$ cat src/pdc_pkg.sv
// Types and constants shared by the dial collector modules.
// Has no dependencies; the other files that use it refer to it by scoped names.
package pdc_pkg;

    // Input kind codes
    localparam logic [1:0] KIND_TICK    = 2'd0;
    localparam logic [1:0] KIND_HOOK    = 2'd1;
    localparam logic [1:0] KIND_TONE    = 2'd2;
    localparam logic [1:0] KIND_IGNORED = 2'd3;

    // Commands passed from front to back
    localparam logic [1:0] CMD_TICK     = 2'd0;
    localparam logic [1:0] CMD_HOOK_ON  = 2'd1;
    localparam logic [1:0] CMD_HOOK_OFF = 2'd2;
    localparam logic [1:0] CMD_TONE     = 2'd3;

    // Line states
    localparam logic [1:0] LINE_INACTIVE = 2'd0;
    localparam logic [1:0] LINE_ACTIVE   = 2'd1;
    localparam logic [1:0] LINE_DOWN     = 2'd2;

    // Configuration register indexes
    localparam int CFG_INDEX_W = 2;
    localparam logic [CFG_INDEX_W-1:0] CFG_DIGIT_TIMEOUT = 2'd0;
    localparam logic [CFG_INDEX_W-1:0] CFG_PULSE_TIMEOUT = 2'd1;

    localparam logic [15:0] DIGIT_TIMEOUT_RESET = 16'd3000;
    localparam logic [15:0] PULSE_TIMEOUT_RESET = 16'd200;

    // Pulse counts at or above this give digit 0
    localparam logic [3:0] PULSE_WRAP = 4'd10;
    localparam logic [3:0] PULSE_MAX  = 4'd15;

    // Largest number of results one item can cause
    localparam int STORE_CAP = 16;

    typedef struct packed {
        logic [1:0] kind;
        logic       hook_on;
        logic [7:0] tone_code;
    } in_item_t;

    typedef struct packed {
        logic [7:0] digit_value;
        logic [3:0] digit_position;
        logic [4:0] digit_total;
        logic       last_digit;
        logic       store_overflowed;
    } out_item_t;

    typedef struct packed {
        logic [1:0] op;
        logic [7:0] code;
    } cmd_t;

    typedef struct packed {
        logic [15:0] digit_timeout;
        logic [15:0] pulse_timeout;
    } cfg_t;

endpackage

$ cat src/pdc_ram.sv
// Generic single-write, single-read RAM with registered read data.
// No dependencies.
module pdc_ram #(
    parameter int WIDTH = 8,
    parameter int DEPTH = 16
) (
    input  logic                                     clk,
    input  logic                                     we,
    input  logic [(DEPTH > 1 ? $clog2(DEPTH) : 1)-1:0] waddr,
    input  logic [WIDTH-1:0]                         wdata,
    input  logic                                     re,
    input  logic [(DEPTH > 1 ? $clog2(DEPTH) : 1)-1:0] raddr,
    output logic [WIDTH-1:0]                         rdata
);

    logic [WIDTH-1:0] mem [DEPTH];

    always_ff @(posedge clk)
    begin
        if (we)
        begin
            mem[waddr] <= wdata;
        end
        if (re)
        begin
            rdata <= mem[raddr];
        end
    end

endmodule

$ cat src/pdc_queue.sv
// Small first-in first-out queue of register entries.
// No dependencies; used for the command queue and the result queue.
module pdc_queue #(
    parameter int WIDTH = 8,
    parameter int DEPTH = 2
) (
    input  logic             clk,
    input  logic             rst_n,
    input  logic             push,
    input  logic [WIDTH-1:0] wdata,
    output logic             full,
    input  logic             pop,
    output logic [WIDTH-1:0] rdata,
    output logic             empty
);

    localparam int PW = (DEPTH > 1) ? $clog2(DEPTH) : 1;
    localparam int CW = $clog2(DEPTH + 1);

    logic [WIDTH-1:0] entry_reg [DEPTH];
    logic [PW-1:0]    rd_ptr_reg;
    logic [PW-1:0]    rd_ptr_next;
    logic [PW-1:0]    wr_ptr_reg;
    logic [PW-1:0]    wr_ptr_next;
    logic [CW-1:0]    count_reg;
    logic [CW-1:0]    count_next;
    logic             do_push;
    logic             do_pop;

    assign full    = (count_reg == CW'(DEPTH));
    assign empty   = (count_reg == '0);
    assign do_push = push && !full;
    assign do_pop  = pop && !empty;
    assign rdata   = entry_reg[rd_ptr_reg];

    always_comb
    begin
        rd_ptr_next = rd_ptr_reg;
        wr_ptr_next = wr_ptr_reg;
        count_next  = count_reg;
        if (do_push)
        begin
            wr_ptr_next = (wr_ptr_reg == PW'(DEPTH - 1)) ? '0 : wr_ptr_reg + PW'(1);
        end
        if (do_pop)
        begin
            rd_ptr_next = (rd_ptr_reg == PW'(DEPTH - 1)) ? '0 : rd_ptr_reg + PW'(1);
        end
        if (do_push && !do_pop)
        begin
            count_next = count_reg + CW'(1);
        end
        else if (do_pop && !do_push)
        begin
            count_next = count_reg - CW'(1);
        end
    end

    always_ff @(posedge clk or negedge rst_n)
    begin
        if (!rst_n)
        begin
            rd_ptr_reg <= '0;
            wr_ptr_reg <= '0;
            count_reg  <= '0;
        end
        else
        begin
            rd_ptr_reg <= rd_ptr_next;
            wr_ptr_reg <= wr_ptr_next;
            count_reg  <= count_next;
        end
    end

    always_ff @(posedge clk)
    begin
        if (do_push)
        begin
            entry_reg[wr_ptr_reg] <= wdata;
        end
    end

endmodule

$ cat src/pdc_front.sv
// Front end: takes input items, turns them into back-end commands.
// Depends on pdc_pkg and pdc_queue.
module pdc_front (
    input  logic             clk,
    input  logic             rst_n,
    input  logic             push,
    output logic             full,
    input  pdc_pkg::in_item_t item,
    output logic             cmd_valid,
    output pdc_pkg::cmd_t    cmd,
    input  logic             cmd_take
);

    pdc_pkg::cmd_t cmd_in;
    logic          keep;
    logic          q_empty;
    logic [$bits(pdc_pkg::cmd_t)-1:0] q_rdata;

    always_comb
    begin
        keep        = 1'b1;
        cmd_in.code = item.tone_code;
        cmd_in.op   = pdc_pkg::CMD_TICK;
        unique case (item.kind)
            pdc_pkg::KIND_TICK:
            begin
                cmd_in.op = pdc_pkg::CMD_TICK;
            end
            pdc_pkg::KIND_HOOK:
            begin
                cmd_in.op = item.hook_on ? pdc_pkg::CMD_HOOK_ON : pdc_pkg::CMD_HOOK_OFF;
            end
            pdc_pkg::KIND_TONE:
            begin
                cmd_in.op = pdc_pkg::CMD_TONE;
            end
            pdc_pkg::KIND_IGNORED:
            begin
                // accept and drop
                keep = 1'b0;
            end
        endcase
    end

    pdc_queue #(
        .WIDTH($bits(pdc_pkg::cmd_t)),
        .DEPTH(2)
    ) u_cmd_queue (
        .clk   (clk),
        .rst_n (rst_n),
        .push  (push && keep),
        .wdata (cmd_in),
        .full  (full),
        .pop   (cmd_take),
        .rdata (q_rdata),
        .empty (q_empty)
    );

    assign cmd_valid = !q_empty;
    assign cmd       = pdc_pkg::cmd_t'(q_rdata);

endmodule

$ cat src/pdc_back.sv
// Back end: line state, timers, digit store and number dump.
// Depends on pdc_pkg, pdc_ram and pdc_queue.
module pdc_back #(
    parameter int MAX_DIGITS = 16
) (
    input  logic               clk,
    input  logic               rst_n,
    input  pdc_pkg::cfg_t      cfg,
    input  logic               cmd_valid,
    input  pdc_pkg::cmd_t      cmd,
    output logic               cmd_take,
    output logic               empty,
    input  logic               pop,
    output pdc_pkg::out_item_t result
);

    localparam int DEPTH = (MAX_DIGITS < pdc_pkg::STORE_CAP) ? MAX_DIGITS : pdc_pkg::STORE_CAP;
    localparam int AW    = (DEPTH > 1) ? $clog2(DEPTH) : 1;
    localparam int CW    = $clog2(DEPTH + 1);

    localparam logic [1:0] ST_IDLE = 2'd0;
    localparam logic [1:0] ST_RD   = 2'd1;
    localparam logic [1:0] ST_PUSH = 2'd2;

    logic [1:0]  state_reg, state_next;
    logic [1:0]  line_reg, line_next;
    logic [3:0]  pc_reg, pc_next;
    logic [CW-1:0] cnt_reg, cnt_next;
    logic [15:0] dt_reg, dt_next;
    logic        da_reg, da_next;
    logic [15:0] pt_reg, pt_next;
    logic        pa_reg, pa_next;
    logic        ovf_reg, ovf_next;
    logic [CW-1:0] k_reg, k_next;
    logic [CW-1:0] tot_reg, tot_next;
    logic        dovf_reg, dovf_next;

    logic        note;
    logic [7:0]  note_val;
    logic        rearmed;
    logic        dump_start;
    logic        ram_we;
    logic        ram_re;
    logic [7:0]  ram_rdata;
    logic        res_push;
    logic        res_full;
    logic        is_last;
    logic [4:0]  k_wide;
    logic [$bits(pdc_pkg::out_item_t)-1:0] res_rdata;
    pdc_pkg::out_item_t res_item;

    assign cmd_take = (state_reg == ST_IDLE) && cmd_valid;
    assign is_last  = (tot_reg == '0) || (k_reg + CW'(1) == tot_reg);
    assign k_wide   = 5'(k_reg);

    always_comb
    begin
        res_item.digit_value      = (tot_reg == '0) ? 8'd0 : ram_rdata;
        res_item.digit_position   = k_wide[3:0];
        res_item.digit_total      = 5'(tot_reg);
        res_item.last_digit       = is_last;
        res_item.store_overflowed = dovf_reg;
    end

    always_comb
    begin
        state_next = state_reg;
        line_next  = line_reg;
        pc_next    = pc_reg;
        cnt_next   = cnt_reg;
        dt_next    = dt_reg;
        da_next    = da_reg;
        pt_next    = pt_reg;
        pa_next    = pa_reg;
        ovf_next   = ovf_reg;
        k_next     = k_reg;
        tot_next   = tot_reg;
        dovf_next  = dovf_reg;
        note       = 1'b0;
        note_val   = cmd.code;
        rearmed    = 1'b0;
        dump_start = 1'b0;
        ram_we     = 1'b0;
        ram_re     = 1'b0;
        res_push   = 1'b0;

        unique case (state_reg)
            ST_IDLE:
            begin
                if (cmd_valid)
                begin
                    unique case (cmd.op)
                        pdc_pkg::CMD_TICK:
                        begin
                            // pulse timer goes first; a noted digit rearms the digit timer
                            if (pa_reg)
                            begin
                                if (pt_reg <= 16'd1)
                                begin
                                    pt_next = '0;
                                    pa_next = 1'b0;
                                    if (line_reg == pdc_pkg::LINE_DOWN)
                                    begin
                                        line_next = pdc_pkg::LINE_INACTIVE;
                                    end
                                    else
                                    begin
                                        if (pc_reg != '0)
                                        begin
                                            note     = 1'b1;
                                            note_val = (pc_reg < pdc_pkg::PULSE_WRAP) ?
                                                       {4'd0, pc_reg} : 8'd0;
                                            rearmed  = 1'b1;
                                        end
                                        pc_next = '0;
                                    end
                                end
                                else
                                begin
                                    pt_next = pt_reg - 16'd1;
                                end
                            end
                            if (da_reg && !rearmed)
                            begin
                                if (dt_reg <= 16'd1)
                                begin
                                    dump_start = 1'b1;
                                end
                                else
                                begin
                                    dt_next = dt_reg - 16'd1;
                                end
                            end
                        end
                        pdc_pkg::CMD_HOOK_ON:
                        begin
                            if (line_reg == pdc_pkg::LINE_ACTIVE)
                            begin
                                line_next = pdc_pkg::LINE_DOWN;
                                pt_next   = cfg.pulse_timeout;
                                pa_next   = 1'b1;
                            end
                        end
                        pdc_pkg::CMD_HOOK_OFF:
                        begin
                            if (line_reg == pdc_pkg::LINE_INACTIVE)
                            begin
                                line_next = pdc_pkg::LINE_ACTIVE;
                            end
                            else if (line_reg != pdc_pkg::LINE_ACTIVE)
                            begin
                                // back off-hook after a brief on-hook: one dial pulse
                                dt_next   = cfg.digit_timeout;
                                da_next   = 1'b1;
                                line_next = pdc_pkg::LINE_ACTIVE;
                                if (pc_reg != pdc_pkg::PULSE_MAX)
                                begin
                                    pc_next = pc_reg + 4'd1;
                                end
                            end
                        end
                        pdc_pkg::CMD_TONE:
                        begin
                            if (line_reg == pdc_pkg::LINE_ACTIVE)
                            begin
                                note = 1'b1;
                            end
                        end
                    endcase
                end

                if (note)
                begin
                    if (cnt_reg < CW'(DEPTH))
                    begin
                        ram_we   = 1'b1;
                        cnt_next = cnt_reg + CW'(1);
                    end
                    else
                    begin
                        ovf_next = 1'b1;
                    end
                    dt_next = cfg.digit_timeout;
                    da_next = 1'b1;
                end

                if (dump_start)
                begin
                    // capture the number, then clear all collector state
                    tot_next   = cnt_reg;
                    dovf_next  = ovf_reg;
                    k_next     = '0;
                    state_next = (cnt_reg == '0) ? ST_PUSH : ST_RD;
                    line_next  = pdc_pkg::LINE_INACTIVE;
                    pc_next    = '0;
                    cnt_next   = '0;
                    dt_next    = '0;
                    da_next    = 1'b0;
                    pt_next    = '0;
                    pa_next    = 1'b0;
                    ovf_next   = 1'b0;
                end
            end
            ST_RD:
            begin
                ram_re     = 1'b1;
                state_next = ST_PUSH;
            end
            ST_PUSH:
            begin
                if (!res_full)
                begin
                    res_push = 1'b1;
                    if (is_last)
                    begin
                        state_next = ST_IDLE;
                    end
                    else
                    begin
                        k_next     = k_reg + CW'(1);
                        state_next = ST_RD;
                    end
                end
            end
            default:
            begin
                state_next = ST_IDLE;
            end
        endcase
    end

    always_ff @(posedge clk or negedge rst_n)
    begin
        if (!rst_n)
        begin
            state_reg <= ST_IDLE;
            line_reg  <= pdc_pkg::LINE_INACTIVE;
            pc_reg    <= '0;
            cnt_reg   <= '0;
            dt_reg    <= '0;
            da_reg    <= 1'b0;
            pt_reg    <= '0;
            pa_reg    <= 1'b0;
            ovf_reg   <= 1'b0;
            k_reg     <= '0;
            tot_reg   <= '0;
            dovf_reg  <= 1'b0;
        end
        else
        begin
            state_reg <= state_next;
            line_reg  <= line_next;
            pc_reg    <= pc_next;
            cnt_reg   <= cnt_next;
            dt_reg    <= dt_next;
            da_reg    <= da_next;
            pt_reg    <= pt_next;
            pa_reg    <= pa_next;
            ovf_reg   <= ovf_next;
            k_reg     <= k_next;
            tot_reg   <= tot_next;
            dovf_reg  <= dovf_next;
        end
    end

    pdc_ram #(
        .WIDTH(8),
        .DEPTH(DEPTH)
    ) u_store (
        .clk   (clk),
        .we    (ram_we),
        .waddr (cnt_reg[AW-1:0]),
        .wdata (note_val),
        .re    (ram_re),
        .raddr (k_reg[AW-1:0]),
        .rdata (ram_rdata)
    );

    pdc_queue #(
        .WIDTH($bits(pdc_pkg::out_item_t)),
        .DEPTH(2)
    ) u_res_queue (
        .clk   (clk),
        .rst_n (rst_n),
        .push  (res_push),
        .wdata (res_item),
        .full  (res_full),
        .pop   (pop),
        .rdata (res_rdata),
        .empty (empty)
    );

    assign result = pdc_pkg::out_item_t'(res_rdata);

`ifndef NO_ASSERTIONS
    a_push_only_in_dump: assert property (@(posedge clk) disable iff (!rst_n)
        res_push |-> (state_reg == ST_PUSH))
        else $error("result transfer outside dump");

    a_last_ends_dump: assert property (@(posedge clk) disable iff (!rst_n)
        (res_push && is_last) |=> (state_reg == ST_IDLE))
        else $error("dump did not end after last digit");

    a_dump_clears: assert property (@(posedge clk) disable iff (!rst_n)
        dump_start |=> (cnt_reg == '0) && !da_reg && !pa_reg
                        && (line_reg == pdc_pkg::LINE_INACTIVE))
        else $error("state not cleared at dump");

    a_read_in_range: assert property (@(posedge clk) disable iff (!rst_n)
        (state_reg == ST_RD) |-> (k_reg < tot_reg))
        else $error("store read past number");

    a_count_bounded: assert property (@(posedge clk) disable iff (!rst_n)
        cnt_reg <= CW'(DEPTH))
        else $error("stored count past depth");
`endif

endmodule

$ cat src/pulse_and_tone_dial_collector_top.sv
// Top level of the pulse and tone dial collector.
// Depends on pdc_pkg, pdc_front and pdc_back.
//
//  channel  | handshake            | payload
//  ---------+----------------------+---------------------------------
//  input    | push / full          | item   (pdc_pkg::in_item_t)
//  results  | pop / empty          | result (pdc_pkg::out_item_t)
//  config   | cfg_valid/cfg_ready  | cfg_index, cfg_data
//
// One item per cycle is taken while no number is being emitted; a two-entry
// command queue sits between the classifier and the collector.
// A tick that completes a number starts a dump: each stored digit is read
// from the store, then written as a result; an empty number gives a marker.
// The collector stalls on a full result queue; input stalls once the
// command queue fills. Reset is asynchronous, active low; no clearing pass.
module pulse_and_tone_dial_collector_top #(
    parameter int MAX_DIGITS = 16
) (
    input  logic                                 clk,
    input  logic                                 rst_n,
    input  logic                                 push,
    output logic                                 full,
    input  pdc_pkg::in_item_t                    item,
    output logic                                 empty,
    input  logic                                 pop,
    output pdc_pkg::out_item_t                   result,
    input  logic                                 cfg_valid,
    output logic                                 cfg_ready,
    input  logic [pdc_pkg::CFG_INDEX_W-1:0]      cfg_index,
    input  logic [15:0]                          cfg_data
);

    logic [15:0]   digit_to_reg;
    logic [15:0]   pulse_to_reg;
    pdc_pkg::cfg_t cfg;
    logic          cmd_valid;
    logic          cmd_take;
    pdc_pkg::cmd_t cmd;

    assign cfg_ready = 1'b1;

    always_ff @(posedge clk or negedge rst_n)
    begin
        if (!rst_n)
        begin
            digit_to_reg <= pdc_pkg::DIGIT_TIMEOUT_RESET;
            pulse_to_reg <= pdc_pkg::PULSE_TIMEOUT_RESET;
        end
        else if (cfg_valid && cfg_ready)
        begin
            unique case (cfg_index)
                pdc_pkg::CFG_DIGIT_TIMEOUT: digit_to_reg <= cfg_data;
                pdc_pkg::CFG_PULSE_TIMEOUT: pulse_to_reg <= cfg_data;
                default:
                begin
                    // unknown index: drop the write
                end
            endcase
        end
    end

    assign cfg = pdc_pkg::cfg_t'{digit_timeout: digit_to_reg, pulse_timeout: pulse_to_reg};

    pdc_front u_front (
        .clk       (clk),
        .rst_n     (rst_n),
        .push      (push),
        .full      (full),
        .item      (item),
        .cmd_valid (cmd_valid),
        .cmd       (cmd),
        .cmd_take  (cmd_take)
    );

    pdc_back #(
        .MAX_DIGITS(MAX_DIGITS)
    ) u_back (
        .clk       (clk),
        .rst_n     (rst_n),
        .cfg       (cfg),
        .cmd_valid (cmd_valid),
        .cmd       (cmd),
        .cmd_take  (cmd_take),
        .empty     (empty),
        .pop       (pop),
        .result    (result)
    );

endmodule

$ cat config.mk
export PLATFORM = sky130hd
export DESIGN_NAME = pulse_and_tone_dial_collector_top
export DESIGN_NICKNAME = d
export VERILOG_FILES = /design/src/pdc_pkg.sv /design/src/pdc_ram.sv /design/src/pdc_queue.sv /design/src/pdc_front.sv /design/src/pdc_back.sv /design/src/pulse_and_tone_dial_collector_top.sv
export SDC_FILE = /design/constraint.sdc
export NUM_CORES = 1
export LEC_CHECK = 0
export ABC_AREA = 0
export BUFFER_PORTS_ARGS = -buffer_cell sky130_fd_sc_hd__buf_4
export CAP_MARGIN = 20
export CORE_MARGIN = 1
export CORE_UTILIZATION = 54
export CTS_CLUSTER_DIAMETER = 200
export DETAILED_ROUTE_END_ITERATION = 8
export PLACE_DENSITY = 0.8
export SETUP_SLACK_MARGIN = 0.02
export SLEW_MARGIN = 20
export SYNTH_ARGS = -nofsm -noshare
export SYNTH_HDL_FRONTEND = slang
export SYNTH_HIERARCHICAL = 1
export SYNTH_SLANG_ARGS = --single-unit
$ cat constraint.sdc
create_clock -name clk -period 3.8 [get_ports clk]
set_clock_uncertainty 0.15 [all_clocks]
set_input_delay 0.57 -clock clk [delete_from_list [all_inputs] [get_ports clk]]
set_output_delay 0.57 -clock clk [all_outputs]
set_load 0.01 [all_outputs]
-- Word-level counts from Yosys, hierarchy flattened
Memories as Yosys holds them, arrays and structs flattened. A register that Yosys moved wholly into a read port is not among the register bits.
Cells that the tools add are included.
- register bits: 99
- memory bits (writable): 186
- output and inout port bits: 22
- word-level logic and storage cells: 237
- memories: 3
- $add $sub $neg: 13
- order comparisons: 4
- equal/unequal tests: 36
- muxes and demuxes: 107
- reduce and logical (&&, ||, !) cells: 54
- memory list (memory ; words ; width ; rd ports ; clocked after Yosys merged registers in ; write ports ; RTL line ; RTL):
    u_back.u_store.mem ; 16 ; 8 ; 1 ; 1 ; 1 ; pdc_ram.sv:16 ; logic [WIDTH-1:0] mem [DEPTH];
    u_back.u_res_queue.entry_reg ; 2 ; 19 ; 1 ; 0 ; 1 ; pdc_queue.sv:20 ; logic [WIDTH-1:0] entry_reg [DEPTH];
    u_front.u_cmd_queue.entry_reg ; 2 ; 10 ; 1 ; 0 ; 1 ; pdc_queue.sv:20 ;
- operators with widths (kind ; count):
    2-to-1 mux 16 bit ; 12
    2-to-1 mux 8 bit ; 8
    one-hot mux 16 bit (2 select lines) ; 2
    2-to-1 mux 1 bit ; 47
    2-to-1 mux 4 bit ; 9
    less-or-equal comparator 16 x 1 -> 1 bit (second input constant) ; 2
    2-to-1 mux 2 bit ; 16
    subtractor 16 x 1 -> 16 bit (second input constant) ; 2
    2-to-1 mux 5 bit ; 6
    != test 3 x 1 -> 1 bit (second input constant) ; 7
    equality test 2 bit (second input constant) ; 8
    zero test 2 bit ; 6
    != test 4 x 1 -> 1 bit (second input constant) ; 3
    != test 4 bit (second input constant) ; 3
    one-hot mux 2 bit (3 select lines) ; 2
    nonzero test 3 bit ; 4
    nonzero test 4 bit ; 3
    logical AND 1 bit ; 11
    adder 5 x 1 -> 5 bit (second input constant) ; 2
    equality test 2 x 1 -> 1 bit (second input constant) ; 5
    zero test 5 bit ; 2
    one-hot mux 5 bit (2 select lines) ; 1
    AND reduction 5 bit ; 2
    nonzero test 2 bit ; 5
    other kinds (21) ; 46

-- Depth between registers and ports, before layout
- word-level depth: 16
- gate-level depth with buffers: 13
- depth with buffers taken out: 9

-- By module
The synthesis kept the hierarchy.
- modules (own cells, without submodules) (module ; times used ; cells an instance ; area an instance (um^2)):
    pdc_ram ; 1 ; 229 ; 5227.5
    pdc_back ; 1 ; 481 ; 4219.0
    pdc_queue (u_back.u_res_queue) ; 1 ; 78 ; 1566.5
    pulse_and_tone_dial_collector_top ; 1 ; 70 ; 1236.2
    pdc_queue (u_front.u_cmd_queue) ; 1 ; 50 ; 919.6
    pdc_front ; 1 ; 12 ; 82.6

-- Worst setup path before layout
No wires, ideal clock.
- kind: reg-to-reg
- from: reg u_front.u_cmd_queue.rd_ptr_reg
- to: mem u_back.u_store.mem[0][0], enable pin
- library setup time: 0.383 ns
- arrival: 3.188 ns
- slack: 0.079 ns
- cell stages (with the launch flop): 11
- buffers on the path: 1
- period minus slack after synthesis: 3.721 ns
- cell sequence: dfrtp_1 -> buf_4 -> mux2_1 -> inv_1 -> ha_1 -> nand2_1 -> nor4_4 -> a21oi_2 -> nor4b_4 -> or3b_2 -> nor3_1
- RTL lines (item ; RTL line ; RTL):
    from (decl) ; pdc_queue.sv:21 ; logic [PW-1:0] rd_ptr_reg;
    from (signal assigned) ; pdc_queue.sv:69 ; rd_ptr_reg <= rd_ptr_next;
    to (decl) ; pdc_ram.sv:16 ;

==> summary.txt <==
outcome - completed
post-synthesis adder-cell area fraction - 0.01794
Hold Startpoint - item[4]
die outline width - 158.7 µm
initial antenna violation count - 0
share of final-layout standard cells stronger than drive strength 1 - 0.2290
maximum number of pins on one net before global-route repair - 60
fin cells - 1341
number of instances in the synthesized netlist - 920
Worst Path Max Fanout - 8
Max Freq - 0.3086 GHz
share of the synthesized area in compound gates (AO/OA/AOI/OAI) - 0.09093
crit path launch type - flop
Internal Pwr Total - 0.006602 W
simple-gate share of the synthesized area - 0.1047
xor and xnor area share after synthesis - 0.01539
insertion delay of the later-clocked pin in the worst-skew pair - 550 ps
total number of H-tree levels - 1
buffers added on ports - 54
root buf cell - sky130_fd_sc_hd__clkbuf_16
nets@finish - 1053
Tightest Pin Transition - 908.5 ps
setup fix buffers added after clock tree synthesis - 0
net count of the mapped netlist - 973
source of the critical timing path - u_front/u_cmd_queue/rd_ptr_reg$_DFFE_PN0P_
Inst Count DP - 1287
total CTS buffers - 29
HPWL after DPL - 17430 µm
synth-to-layout area growth - 13.01%
number of flops mapped to enable cells by yosys - 194
Static Leakage - 5.590 nW
wire length of the first global-routing pass - 42320 µm
top_reg_cell synth - sky130_fd_sc_hd__edfxtp_1
Final setup viols - 0
required time worst endpoint - 3920 ps
Post-Route Setup TNS - 0 ps
largest family of logic cells by synthesized area - multiplexers
total die area - 25170 µm²
number of pins exceeding their max-slew limit in the final report - 0
Comb pwr share - 0.259
routed vias - 8057
final worst path period need - 3240 ps
Ant. Diodes - 0
number of detailed-routing iterations run before antenna repair - 5
number of hold violations in the final report - 0
number of top-level pins - 56
capture endpoint of the worst hold path - u_front/u_cmd_queue/entry_reg[0][4]$_DFFE_PP_
FF+latch count, synth - 293
utilization after layout - 0.6305
Max Cap Violations - 0
sequential share of the synthesized area - 0.6275
post-synthesis cell area - 13250 µm²
Crit Reg-Reg Startpoint - u_front/u_cmd_queue/rd_ptr_reg$_DFFE_PN0P_
max_slew headroom - 0.3938
leading cell type in the layout, fill and taps excluded - sky130_fd_sc_hd__edfxtp_1
type of the most critical hold path - input port to flop
Initial DRC Count - 949
CTS sink count - 293
final wirelength - 26840 µm
chip height - 158.7 µm
Reg2Reg Depth - 10
crit path capture type - flop
vias per cell - 6.008
Worst R2R Setup Slack - 560 ps
dpl cell area - 14030 µm²
Crit Path Category - flop to flop
share of the clock period used by the worst path after layout - 0.8528
average footprint of a synthesized cell - 14.40 µm²
maximum ir drop on the vdd rail - 0.4974 mV
grt ovf - 0
arrival time at the worst endpoint - 3360 ps
number of DRC violations after detailed routing - 0
switching pwr - 0.003127 W
Final Wtd Congestion - 0.8941
overall fraction of global-route tracks in use - 0.2207
post-CTS clock slew at the launch and capture registers of the worst setup and hold paths - 60 ps
post-route antenna net violation count - 0
unique cell type count in the Yosys netlist - 86
multiplexer share of the synthesized area - 0.1118
initial core utilization - 0.5579
hold slack final - 51.56 ps
number of flip-flops under the largest register name - 128
setup repair after global routing missed its margin - no
Synth Warn # - 6
clock network power share - 0.287
number of instances on the worst hold path - 1
routed wirelength normalized by instance count - 20.02 µm
CORE AREA - 23750 µm²
ys async rst share - 0.3379
clock tree buffer depth - 3
power per unit of standard cell area - 649.7 nW/µm²
worst reg2reg endpoint - u_back/u_store/mem[0][6]$_DFFE_PP_
fraction of power spent switching nets - 0.3214
TritonCTS clock tree - yes
via count of the first global-routing pass - 7778
sequential power share - 0.454
total non-filler cell area in the finished layout - 14980 µm²
cell row count - 56
most frequent cells in the layout - 194 x sky130_fd_sc_hd__edfxtp_1, 88 x sky130_fd_sc_hd__dfrtp_1, 87 x sky130_fd_sc_hd__buf_4, 53 x sky130_fd_sc_hd__nor2_1, 47 x sky130_fd_sc_hd__nand2_1
-- how the worst max path moves through the flow --
stage | to | slack (ps) | depth (start not counted)
2_1_floorplan | u_back/u_store/mem[0][0]$_DFFE_PP_ | 80 | 10
3_3_place_gp | u_back/u_store/mem[0][2]$_DFFE_PP_ | 660 | 10
3_5_place_dp | u_back/u_store/mem[0][3]$_DFFE_PP_ | 550 | 10
4_1_cts | u_back/u_store/mem[0][6]$_DFFE_PP_ | 560 | 10
5_1_grt | u_back/u_store/mem[0][4]$_DFFE_PP_ | 350 | 10
6_report | u_back/u_store/mem[0][6]$_DFFE_PP_ | 560 | 10
-- final cells by class --
cell class / instances / area (µm²)
sequential: 293 / 8317
inverter: 38 / 142.6
clock inverter: 12 / 123.9
clock buffer: 41 / 810.8
multi-input combinational: 550 / 4519
timing repair buffer: 88 / 663.1
tap: 319 / 399.1
fill: 1667 / 8777
-- cells in the mapped netlist (18+ instances only) --
cell type / instances / area [µm²]
sky130_fd_sc_hd__mux4_2: 18 / 405.4
sky130_fd_sc_hd__nor3_1: 25 / 125.1
sky130_fd_sc_hd__ha_1: 19 / 237.7
sky130_fd_sc_hd__a21oi_1: 27 / 135.1
sky130_fd_sc_hd__inv_1: 37 / 138.9
sky130_fd_sc_hd__mux2_2: 33 / 371.6
sky130_fd_sc_hd__dfrtp_1: 89 / 2227
sky130_fd_sc_hd__a22oi_1: 28 / 210.2
sky130_fd_sc_hd__o2bb2ai_1: 19 / 166.4
sky130_fd_sc_hd__nand2_1: 47 / 176.4
sky130_fd_sc_hd__nand3_1: 19 / 95.09
sky130_fd_sc_hd__o21ai_0: 27 / 135.1
sky130_fd_sc_hd__edfxtp_1: 194 / 5826
sky130_fd_sc_hd__mux2_1: 29 / 326.6
sky130_fd_sc_hd__nor2_1: 53 / 198.9
sky130_fd_sc_hd__nor2b_1: 21 / 131.4
-- power groups by stage --
stage               clock network, W  registers, W  logic [W]
global placement                   0       0.00444    0.00241
floorplan                          0       0.00429    0.00192
detailed placement                 0       0.00446    0.00248
CTS                          0.00284       0.00440    0.00251
finish                       0.00279       0.00441    0.00252
global route                 0.00296       0.00447    0.00278
-- through the flow --
stage,total power (W),setup WS [ps]
detailed placement,0.006939,549.4
floorplan,0.006203,78.57
global route,0.01021,348.5
CTS,0.009748,557.4
finish,0.009729,559.5
global placement,0.006846,659.4
-- layer usage --
layer  part of all wire  track usage  up-vias  wire length (µm)
met5                  0            0        -                 0
met4              0.020      0.06868        0               544
met3              0.073      0.02994       39              1952
met2               0.46       0.3417      369             12360
met1               0.45       0.3255     3937             11980
li1                   -            -     3712                 -
-- critical path, stage by stage (launching register included) --
cell	delay [ps]
sky130_fd_sc_hd__dfrtp_1	400
sky130_fd_sc_hd__mux2_1	370
sky130_fd_sc_hd__inv_1	120
sky130_fd_sc_hd__ha_1	280
sky130_fd_sc_hd__nand2_1	150
sky130_fd_sc_hd__nor4_4	200
sky130_fd_sc_hd__a21oi_2	120
sky130_fd_sc_hd__nor4b_4	270
sky130_fd_sc_hd__or3b_2	530
sky130_fd_sc_hd__nor3_1	170
sky130_fd_sc_hd__buf_4	200
-- cell families (layout without fill, tap and decap cells) --
family / count (synthesis) / count (layout)
flops: 293 / 293
simple gates: 246 / 246
compound gates: 169 / 169
mux: 95 / 95
buf+inv: 77 / 179
xor+xnor: 20 / 20
fa+ha+maj: 19 / 19
other cells: 1 / 1
-- repair_timing --
item | 4_1_cts | 5_1_grt
hold buffers | 1 | 0
gates resized for setup | 0 | 0
endpoints found under the setup margin | 0 | 0
endpoints found under the hold margin | 56 | 0
Power figures use the tool's default switching activity.
